[src/rtl/core/iebm_pkg.sv]
// iebm_pkg: shared types and constants of the i2c eeprom byte master
// phase codes, transfer payload structs and sequencer state struct
// no dependencies
`default_nettype none

package iebm_pkg;

  // seven-bit slave address after reset
  localparam logic [6:0] DEV_ADDR_RST = 7'd80;
  // last bit position within a byte
  localparam logic [2:0] LAST_BIT     = 3'd7;
  // quarter positions within a bit period
  localparam logic [1:0] Q_SAMPLE     = 2'd2;
  localparam logic [1:0] Q_LAST       = 2'd3;

  typedef enum logic [3:0] {
    PH_IDLE   = 4'd0,
    PH_START  = 4'd1,
    PH_DEVW   = 4'd2,
    PH_ACK1   = 4'd3,
    PH_ADDR   = 4'd4,
    PH_ACK2   = 4'd5,
    PH_DATA   = 4'd6,
    PH_ACK3   = 4'd7,
    PH_RSTART = 4'd8,
    PH_DEVR   = 4'd9,
    PH_ACK4   = 4'd10,
    PH_RX     = 4'd11,
    PH_MNACK  = 4'd12,
    PH_STOP   = 4'd13
  } phase_t;

  typedef struct packed {
    logic       start_req;
    logic       mode;
    logic [7:0] word_addr;
    logic [7:0] write_data;
    logic       sda_in;
  } in_item_t;

  typedef struct packed {
    logic       scl;
    logic       sda_low;
    logic       busy_res;
    logic       done_res;
    logic       nack_seen;
    logic [7:0] rx_data;
    logic       data_match;
  } out_item_t;

  typedef struct packed {
    phase_t     phase;
    logic [1:0] qcnt;
    logic [2:0] bit_idx;
    logic [7:0] tx_shift;
    logic [7:0] rx_shift;
    logic [7:0] lat_addr;
    logic [7:0] lat_data;
    logic       lat_mode;
    logic       nack;
  } seq_state_t;

endpackage : iebm_pkg

`default_nettype wire

[src/rtl/core/iebm_seq.sv]
// iebm_seq: one quarter-bit step of the i2c byte sequencer, purely combinational
// gives the next sequencer state and the result item of the step
// depends on iebm_pkg
`default_nettype none

module iebm_seq (
  input  iebm_pkg::seq_state_t st,
  input  iebm_pkg::in_item_t   item,
  input  logic [6:0]           dev_addr,
  output iebm_pkg::seq_state_t st_nxt,
  output iebm_pkg::out_item_t  res
);
  import iebm_pkg::*;

  function automatic logic is_tx(input phase_t p);
    is_tx = (p inside {PH_DEVW, PH_ADDR, PH_DATA, PH_DEVR});
  endfunction

  function automatic phase_t next_phase(input phase_t p, input logic rd);
    case (p)
      PH_IDLE:   next_phase = PH_START;
      PH_START:  next_phase = PH_DEVW;
      PH_DEVW:   next_phase = PH_ACK1;
      PH_ACK1:   next_phase = PH_ADDR;
      PH_ADDR:   next_phase = PH_ACK2;
      PH_ACK2:   next_phase = rd ? PH_RSTART : PH_DATA;
      PH_DATA:   next_phase = PH_ACK3;
      PH_ACK3:   next_phase = PH_STOP;
      PH_RSTART: next_phase = PH_DEVR;
      PH_DEVR:   next_phase = PH_ACK4;
      PH_ACK4:   next_phase = PH_RX;
      PH_RX:     next_phase = PH_MNACK;
      PH_MNACK:  next_phase = PH_STOP;
      default:   next_phase = PH_IDLE;
    endcase
  endfunction

  logic       clk_hi;
  logic       byte_ph;
  phase_t     ph_n;
  logic [7:0] dev_byte;

  assign clk_hi   = (st.qcnt == 2'd1) || (st.qcnt == Q_SAMPLE);
  assign byte_ph  = is_tx(st.phase) || (st.phase == PH_RX);
  assign ph_n     = next_phase(st.phase, st.lat_mode);
  assign dev_byte = {dev_addr, 1'b0};

  // line levels and status, from the state before the step
  always_comb begin
    res.scl      = 1'b1;
    res.sda_low  = 1'b0;
    res.busy_res = 1'b0;
    res.done_res = 1'b0;
    case (st.phase)
      PH_IDLE: begin
        res.scl = 1'b1;
      end
      PH_START, PH_RSTART: begin
        res.busy_res = 1'b1;
        res.scl      = clk_hi;
        res.sda_low  = st.qcnt[1];
      end
      PH_STOP: begin
        res.busy_res = 1'b1;
        res.scl      = (st.qcnt != 2'd0);
        res.sda_low  = ~st.qcnt[1];
        res.done_res = (st.qcnt == Q_LAST);
      end
      PH_DEVW, PH_ADDR, PH_DATA, PH_DEVR: begin
        res.busy_res = 1'b1;
        res.scl      = clk_hi;
        res.sda_low  = ~st.tx_shift[7];
      end
      PH_ACK1, PH_ACK2, PH_ACK3, PH_ACK4, PH_RX, PH_MNACK: begin
        res.busy_res = 1'b1;
        res.scl      = clk_hi;
      end
      default: begin
        res.scl = 1'b1;
      end
    endcase
    // status fields after this step's sampling
    res.nack_seen  = st_nxt.nack;
    res.rx_data    = st_nxt.rx_shift;
    res.data_match = st_nxt.lat_mode && (st_nxt.rx_shift == st_nxt.lat_data);
  end

  // sequencer next state
  always_comb begin
    st_nxt = st;
    case (st.phase)
      PH_IDLE: begin
        if (item.start_req) begin
          st_nxt.lat_mode = item.mode;
          st_nxt.lat_addr = item.word_addr;
          st_nxt.lat_data = item.write_data;
          st_nxt.nack     = 1'b0;
          st_nxt.bit_idx  = '0;
          st_nxt.qcnt     = '0;
          st_nxt.phase    = PH_START;
        end
      end
      PH_START, PH_DEVW, PH_ACK1, PH_ADDR, PH_ACK2, PH_DATA, PH_ACK3, PH_RSTART,
      PH_DEVR, PH_ACK4, PH_RX, PH_MNACK, PH_STOP: begin
        // sample the slave while scl is high
        if (st.qcnt == Q_SAMPLE) begin
          if (st.phase == PH_RX) begin
            st_nxt.rx_shift = {st.rx_shift[6:0], item.sda_in};
          end else if ((st.phase inside {PH_ACK1, PH_ACK2, PH_ACK3, PH_ACK4})
                       && item.sda_in) begin
            st_nxt.nack = 1'b1;
          end
        end
        if (st.qcnt != Q_LAST) begin
          st_nxt.qcnt = st.qcnt + 2'd1;
        end else begin
          st_nxt.qcnt = '0;
          if (byte_ph && (st.bit_idx != LAST_BIT)) begin
            st_nxt.bit_idx = st.bit_idx + 3'd1;
            if (is_tx(st.phase)) begin
              st_nxt.tx_shift = {st.tx_shift[6:0], 1'b0};
            end
          end else begin
            st_nxt.bit_idx = '0;
            st_nxt.phase   = ph_n;
            case (ph_n)
              PH_DEVW: st_nxt.tx_shift = dev_byte;
              PH_ADDR: st_nxt.tx_shift = st.lat_addr;
              PH_DATA: st_nxt.tx_shift = st.lat_data;
              PH_DEVR: st_nxt.tx_shift = dev_byte | 8'h01;
              PH_RX:   st_nxt.rx_shift = '0;
              default: st_nxt.tx_shift = st.tx_shift;
            endcase
          end
        end
      end
      default: begin
        st_nxt.phase   = PH_IDLE;
        st_nxt.qcnt    = '0;
        st_nxt.bit_idx = '0;
      end
    endcase
  end

endmodule : iebm_seq

`default_nettype wire

[src/rtl/core/i2c_eeprom_byte_master_top.sv]
// i2c_eeprom_byte_master_top: i2c master for eeprom byte write and random read
// holds the sequencer state, the address register and the result register
// depends on iebm_pkg and iebm_seq
//
// channel | dir | payload            | transfer when
// --------+-----+--------------------+------------------------
// in_     | in  | iebm_pkg::in_item_t  | in_valid & in_ready
// out_    | out | iebm_pkg::out_item_t | out_valid & out_ready
// cfg_    | in  | 7-bit slave address  | cfg_valid & cfg_ready
//
// one item per clock unless stalled: each input transfer is one quarter-bit
// tick and its step is computed in the same cycle into the result register
// in_ready is high while the result register is empty or being drained,
// so a full result stalls input only when out_ready is low
// cfg_ready is always high; the address register takes effect on the next tick
// reset (rst_n low, synchronous) sends the sequencer to idle, clears its state,
// empties the result register and loads the slave address 80
`default_nettype none

module i2c_eeprom_byte_master_top (
  input  logic                clk,
  input  logic                rst_n,
  input  logic                in_valid,
  output logic                in_ready,
  input  iebm_pkg::in_item_t  in_data,
  output logic                out_valid,
  input  logic                out_ready,
  output iebm_pkg::out_item_t out_data,
  input  logic                cfg_valid,
  output logic                cfg_ready,
  input  logic [6:0]          cfg_data
);
  import iebm_pkg::*;

  seq_state_t st_r, st_nxt;
  out_item_t  res_r, res_nxt;
  logic       res_vld_r;
  logic [6:0] dev_addr_r;
  logic       in_xfer;

  // result register drains or is empty: take the next tick
  assign in_ready  = ~res_vld_r | out_ready;
  assign in_xfer   = in_valid & in_ready;
  assign cfg_ready = 1'b1;
  assign out_valid = res_vld_r;
  assign out_data  = res_r;

  iebm_seq u_seq (
    .st       (st_r),
    .item     (in_data),
    .dev_addr (dev_addr_r),
    .st_nxt   (st_nxt),
    .res      (res_nxt)
  );

  // sequencer state advances once per accepted tick
  always_ff @(posedge clk) begin
    if (!rst_n) begin
      st_r <= '{phase: PH_IDLE, default: '0};
    end else if (in_xfer) begin
      st_r <= st_nxt;
    end
  end

  // slave address register
  always_ff @(posedge clk) begin
    if (!rst_n) begin
      dev_addr_r <= DEV_ADDR_RST;
    end else if (cfg_valid && cfg_ready) begin
      dev_addr_r <= cfg_data;
    end
  end

  // result register valid flag
  always_ff @(posedge clk) begin
    if (!rst_n) begin
      res_vld_r <= 1'b0;
    end else if (in_xfer) begin
      res_vld_r <= 1'b1;
    end else if (out_ready) begin
      res_vld_r <= 1'b0;
    end
  end

  // result payload, no reset needed
  always_ff @(posedge clk) begin
    if (in_xfer) begin
      res_r <= res_nxt;
    end
  end

endmodule : i2c_eeprom_byte_master_top

`default_nettype wire
[config.mk]
export PLATFORM = sky130hd
export DESIGN_NAME = i2c_eeprom_byte_master_top
export DESIGN_NICKNAME = d
export VERILOG_FILES = /design/src/rtl/core/iebm_pkg.sv /design/src/rtl/core/iebm_seq.sv /design/src/rtl/core/i2c_eeprom_byte_master_top.sv
export SDC_FILE = /design/constraint.sdc
export NUM_CORES = 1
export LEC_CHECK = 0
export BUFFER_PORTS_ARGS = -buffer_cell sky130_fd_sc_hd__buf_2
export CORE_MARGIN = 2
export CORE_UTILIZATION = 52
export DETAILED_ROUTE_END_ITERATION = 16
export HOLD_SLACK_MARGIN = 0.1
export PLACE_DENSITY = 0.76
export SYNTH_ARGS = -nofsm -noshare
export SYNTH_HDL_FRONTEND = slang
export SYNTH_SLANG_ARGS = --single-unit
[constraint.sdc]
create_clock -name clk -period 2 [get_ports clk]
set_input_delay 0 -clock clk [delete_from_list [all_inputs] [get_ports clk]]
set_output_delay 0 -clock clk [all_outputs]
set_load 0.05 [all_outputs]
# After elaboration in Yosys (flattened, before gate mapping)
# Cells that the tools add are included.
dict set report totals {
  regBits 65
  output_inout_bits 17
}
dict set report op_classes {
  n_reduce_logical 21
  n_bitwise 6
  addsub 2
  muxes 27
  n_eq_ne 28
}
# op count
set ops {}
lappend ops {{two-way mux 8 bit} 6}
lappend ops {{one-hot mux 4 bit (12 select lines)} 1}
lappend ops {{== test 4 bit, second input constant} 8}
lappend ops {{one-hot mux 8 bit (4 select lines)} 1}
lappend ops {{== test 4 x 3 -> 1 bit, second input constant} 6}
lappend ops {{two-way mux 19 bit} 1}
lappend ops {{two-way mux 9 bit} 2}
lappend ops {{one-hot mux 9 bit (2 select lines)} 1}
lappend ops {{OR reduction 13 bit} 1}
lappend ops {{== test 4 x 2 -> 1 bit, second input constant} 3}
lappend ops {{two-way mux 4 bit} 3}
lappend ops {{OR reduction 12 bit} 1}
lappend ops {{two-way mux 11 bit} 1}
lappend ops {{two-way mux 10 bit} 1}
lappend ops {{inequality test 2 bit, second input constant} 5}
lappend ops {{== test 8 bit} 1}
lappend ops {{nonzero test 4 bit} 2}
lappend ops {{two-way mux 1 bit} 6}
lappend ops {{AND reduction 3 bit} 2}
lappend ops {{AND reduction 5 bit} 1}
lappend ops {{nonzero test 5 bit} 1}
lappend ops {{== test 2 bit, second input constant} 2}
lappend ops {{== test 4 x 1 -> 1 bit, second input constant} 1}
lappend ops {{zero test 4 bit} 1}
lappend ops {{other kinds (17)} 26}

# Logic depth before layout (Yosys ltp)
dict set report logic_depth {
  ltp_word 10
  ltp_mapped 9
  depth_no_buf 8
}

# Cells and area by module
# A second synthesis with hierarchy kept.
dict set report hier_totals {
  hier_cells 461
  hier_area_um2 4071.4
}
# module seq_area_each_um2 area_each_um2 n_inst cells_each
set modules_own_cells {}
lappend modules_own_cells {i2c_eeprom_byte_master_top 1441.4 2497.4 1 230}
lappend modules_own_cells {iebm_seq 0.0 1574.0 1 231}

# Worst setup path before layout
# No wires, ideal clock.
dict set report synth_timing {
  path_type {register -> register}
  from {register res_vld_r (netlist: out_valid)}
  to {register res_r, in the netlist out_data[0], enable pin}
  setup_time_ps 384
  arrival_ps 1821
  path_stages_with_launch 5
  slack_ps -205
  t_required_ps 1616
  path_buffers 1
  cell_sequence {dfxtp_1 nand2b_1 nand2_1 inv_2 clkbuf_1}
}
dict set report synth_between {
  elab_chain_len 3
}
# item line
set synth_rtl {}
lappend synth_rtl {{start, declared} i2c_eeprom_byte_master_top.sv:37} ;# logic res_vld_r;
lappend synth_rtl {{start signal, assigned} i2c_eeprom_byte_master_top.sv:77} ;# res_vld_r <= 1'b0;
lappend synth_rtl {{start signal, assigned} i2c_eeprom_byte_master_top.sv:79} ;# res_vld_r <= 1'b1;
lappend synth_rtl {{start signal, assigned} i2c_eeprom_byte_master_top.sv:81} ;# res_vld_r <= 1'b0;
lappend synth_rtl {{NOT 1 bit} i2c_eeprom_byte_master_top.sv:42} ;# assign in_ready = ~res_vld_r | out_ready;
lappend synth_rtl {{bitwise OR 1 bit} i2c_eeprom_byte_master_top.sv:42}
lappend synth_rtl {{via in_ready} i2c_eeprom_byte_master_top.sv:24} ;# output logic in_ready,
lappend synth_rtl {{AND 1 bit} i2c_eeprom_byte_master_top.sv:43} ;# assign in_xfer = in_valid & in_ready;
lappend synth_rtl {{via in_xfer} i2c_eeprom_byte_master_top.sv:39} ;# logic in_xfer;
lappend synth_rtl {{end signal, assigned} i2c_eeprom_byte_master_top.sv:88} ;# res_r <= res_nxt;
lappend synth_rtl {{end, declared} i2c_eeprom_byte_master_top.sv:36} ;# out_item_t res_r, res_nxt;
# The timed path passes the listed nets, and every way through them passes these cells.
# A chain may end at the register's enable or synchronous reset.

# Worst setup path after layout
dict set report layout_timing {
  from {register st_r[40] in the netlist's numbering}
  to {register st_r[40] in the netlist's numbering}
}
dict set report layout_between {
  elab_chain_len 6
  elab_cells_between_ends 27
  cone_classes {eq/ne: 16; mux: 4; reduce/logical: 7}
}
# item line
set layout_rtl {}
lappend layout_rtl {{start, declared} i2c_eeprom_byte_master_top.sv:35} ;# seq_state_t st_r, st_nxt;
lappend layout_rtl {{start signal, assigned} i2c_eeprom_byte_master_top.sv:61} ;# st_r <= st_nxt;
lappend layout_rtl {{== test 4 bit (tied with other cells)} {iebm_seq.sv:20, iebm_seq.sv:91}}
lappend layout_rtl {{OR reduction 2 bit (no source line) / nonzero test 4 bit (equally long branches)} --}
lappend layout_rtl {{one-hot mux 4 bit (12 select lines) / logical OR 1 bit (equally long branches)} {iebm_seq.sv:20, iebm_seq.sv:44}}
lappend layout_rtl {{two-way mux 4 bit / logical AND 1 bit (equally long branches)} iebm_seq.sv:118} ;# if (byte_ph && (st.bit_idx != LAST_BIT)) begin
lappend layout_rtl {{two-way mux 4 bit / inequality test 2 bit (equally long branches)} --}
lappend layout_rtl {{one-hot mux 9 bit (2 select lines) / AND reduction 4 bit (equally long branches)} --}
# Several ways; a longest one is shown, not always the timed one. The select of a mux whose other input is x is not followed.

==> metrics.md <==
| Metric | Value |
|---|---|
| Status | finished clean |
| Final hold vios | 0 |
| Top-area cell type share of the netlist area | between 20% and 30% |
| Pwr/cell area | 690 nW/um^2 |
| Vias per cell | approximately 5.6 |
| Most frequent cells after synthesis | nand2_1, dfxtp_1, a21boi_1 |
| Post-synth EDFFs | 14 |
| Peak VDD IR | between 0.4 and 0.5 mV |
| Die span in y | 85.5 um |
| Syn_nets | a little over 400 |
| Final ANT Viol Nets | 0 |
| Largest family of logic cells by synthesized area | compound AO/OA/AOI/OAI gates |
| Post-synthesis sequential area ratio | about two fifths |
| Dpl hpwl | roughly 5500 um |
| Num CTS Buffers | 9 |
| Largest net degree at the start of global routing | 52 |
| Final setup violation count | 0 |
| Synth area leaders | dfxtp_1, edfxtp_1, nand2_1 |
| Clock Sinks | 65 |
| Die W | roughly 86 um |
| Placed Cells | roughly 500 |
| Synth Area in Adders | between 1.5 and 2% |
| Htree depth | 3 |
| Post-Synth XOR/XNOR Area | around 2.8% |
| Clk Latency, worst-skew pair | approximately 0.34 ns |
| Slew Limit Fails | 0 |
| IO buf count | 46 |
| Gpl congestion | approximately 0.82 |
| Pleak | around 1.8 nW |
| Antenna violations before repair | 0 |
| Num rows | 29 |
| Crit path kind | reg -> reg |
| First-pass GRT wire length | approximately 14000 um |
| Routed len/inst | ~15 um |
| Max-slew headroom | a little under half |
| N_diodes | 0 |
| Worst Skew | roughly 0.0084 ns |
| Overall power | a little over 3 mW |
| Worst-path clk slew | around 0.070 ns |
| Worst setup EP type | register |
| Final WS setup | between 0.04 and 0.05 ns |
| Startpoint types | register |
| CTS tree | yes |
| Simple-gate share of the synthesized area | between 20% and 30% |
| Worst Path Arrival | between 2 and 2.5 ns |
| Clock Tree Buf Depth | 2 |
| DRT iter0 DRCs | approximately 230 |
| Fin nets | 515 |
| DRT Wirelength | 8440 um |
| Vias in the first global route | 2874 |
| Fmax | between 0.5 and 0.6 GHz |
| Required time worst endpoint | about 2.3 ns |
| Fraction of registers with async set/reset | 0% |
| RSZ-0062 raised after global routing | true |
| Final period util | 97.8% |
| Max-cap violations | 0 |
| DRC viols | 0 |
| Fill count | between 400 and 500 |
| Die footprint | 7320 um^2 |
| Crit-path max FO | 7 |
| Post-synthesis mux area share | about 4.3% |
| Most frequent cell after synthesis | nand2_1 |
| Finished Layout Cells | 561 |
| Drt first pass iters | 4 |
| Post-Place Worst Slack | 0.0115 ns |
| Global route overflow | 0 |
| Syn-to-layout area delta | 30.0% |
| Vias | ~3100 |
| Syn avg cell area | around 9 um^2 |
| Yosys warns | 0 |
| Synth Register Bits | 65 |
| Initial Util | a little over half |
| Root Buffer | clkbuf_8 |
| # IOs | 48 |
| Global router's overall resource usage | roughly a quarter |
| Share of cells above drive strength 1 | 26.0% |
| Period minus WS final | slightly below 2 ns |
| Worst slew pin tran | between 0.7 and 0.8 ns |
| Synth cell types | 63 |
| Area leader, netlist | dfxtp_1 |
| Post-Synthesis Cells | ~380 |
| Worst hold path type | in -> reg |
| Synthesized cell area | 3460 um^2 |
| CORE AREA | approximately 6400 um^2 |
| Synth Area in Compound Gates | approximately 22% |
| Synth Flop Type | dfxtp_1 |
[state kept, by name (all words and copies together) (netlist names)]
| signal | cells |
|---|---|
| out_data | 14 |
| dev_addr_r | 7 |
| st_r | 43 |
| out_valid | 1 |
[cells by family after synthesis]
logic type,count (synthesis)
AOI/OAI and AO/OA,99
xor gates and xnor gates,11
adders and majority gates,5
buffers and inverters,39
DFF,65
muxes,15
other,1
and+or+nand+nor,144
[routing by layer]
layer / wire (um) / vias to the layer above / global-route usage (%)
li1: - / 1545 / -
met1: 3860 / 1505 / 31.5
met2: 4160 / 85 / 38.5
met3: 344 / 10 / 3.85
met4: 76 / 0 / 8.95
met5: 0 / - / 0
[layout make-up]
class / instances / area (um^2) / share of cell area, %
Tap cell: 77 / 96.3 / 2.14
Clock inverter: 3 / 40.0 / 0.891
Inverter: 13 / 48.8 / 1.09
Sequential cell: 65 / 1450 / 32.2
Timing Repair Buffer: 114 / 840 / 18.7
Multi-Input combinational cell: 276 / 1860 / 41.5
Clock buffer: 13 / 159 / 3.54
[worst max-delay path, cell delays in order, from the launching register on]
cell and delay (ns):
dfxtp_2 0.36, buf_4 0.17, or4_1 0.43, o211ai_2 0.29
a21oi_4 0.08, buf_12 0.14, and3_1 0.17, o21ai_1 0.10
and3_1 0.14
[power by group]
| group | total (mW) | switching [mW] | internal [mW] |
|---|---|---|---|
| registers | 1.43 | 0.0361 | 1.39 |
| logic | 0.540 | 0.303 | 0.237 |
| clock network | 1.13 | 0.491 | 0.641 |
| total | 3.10 | 0.830 | 2.27 |
[layout by cell type, fill, tap and decap left out, types with 11 or more instances in the layout]
| cell | n |
|---|---|
| buf_4 | 33 |
| nand2_1 | 76 |
| buf_2 | 46 |
| o21ai_0 | 13 |
| dlygate4sd3_1 | 33 |
| clkbuf_8 | 11 |
| nand3_1 | 11 |
| edfxtp_1 | 14 |
| inv_1 | 11 |
| a21boi_1 | 32 |
| mux2i_1 | 15 |
| dfxtp_1 | 47 |
[what timing repair did]
action / in CTS / in global routing
gates cloned: 0 / 1
hold buffers: 33 / 0
setup buffers: 0 / 3
resized for setup: 2 / 10
pin swaps: 0 / 7
setup endpoints to repair: 8 / 25
hold endpoints to repair: 26 / 0
[metrics by stage]
stage               TNS [ns]  hold slack [ns]  instance area [um^2]  util [%]
floorplan                  0            0.128                  3460         -
global placement           0            0.217                  3880      60.7
detailed placement         0            0.224                  3880      60.7
CTS                        0            0.103                  4420      69.2
global route         -0.0557            0.153                  4490      70.4
finish                     0            0.104                  4490      70.4
[worst paths after layout]
kind                  start             to  slack, ns  depth (start not counted)
setup / recovery   st_r[40]       st_r[40]       0.04                          8
hold / removal    cfg_valid  dev_addr_r[1]       0.10                          3
setup reg to reg   st_r[40]       st_r[40]       0.04                          8
hold reg to reg    st_r[32]       st_r[32]       0.46                          2
No activity file was read; power rests on OpenSTA's default activity.
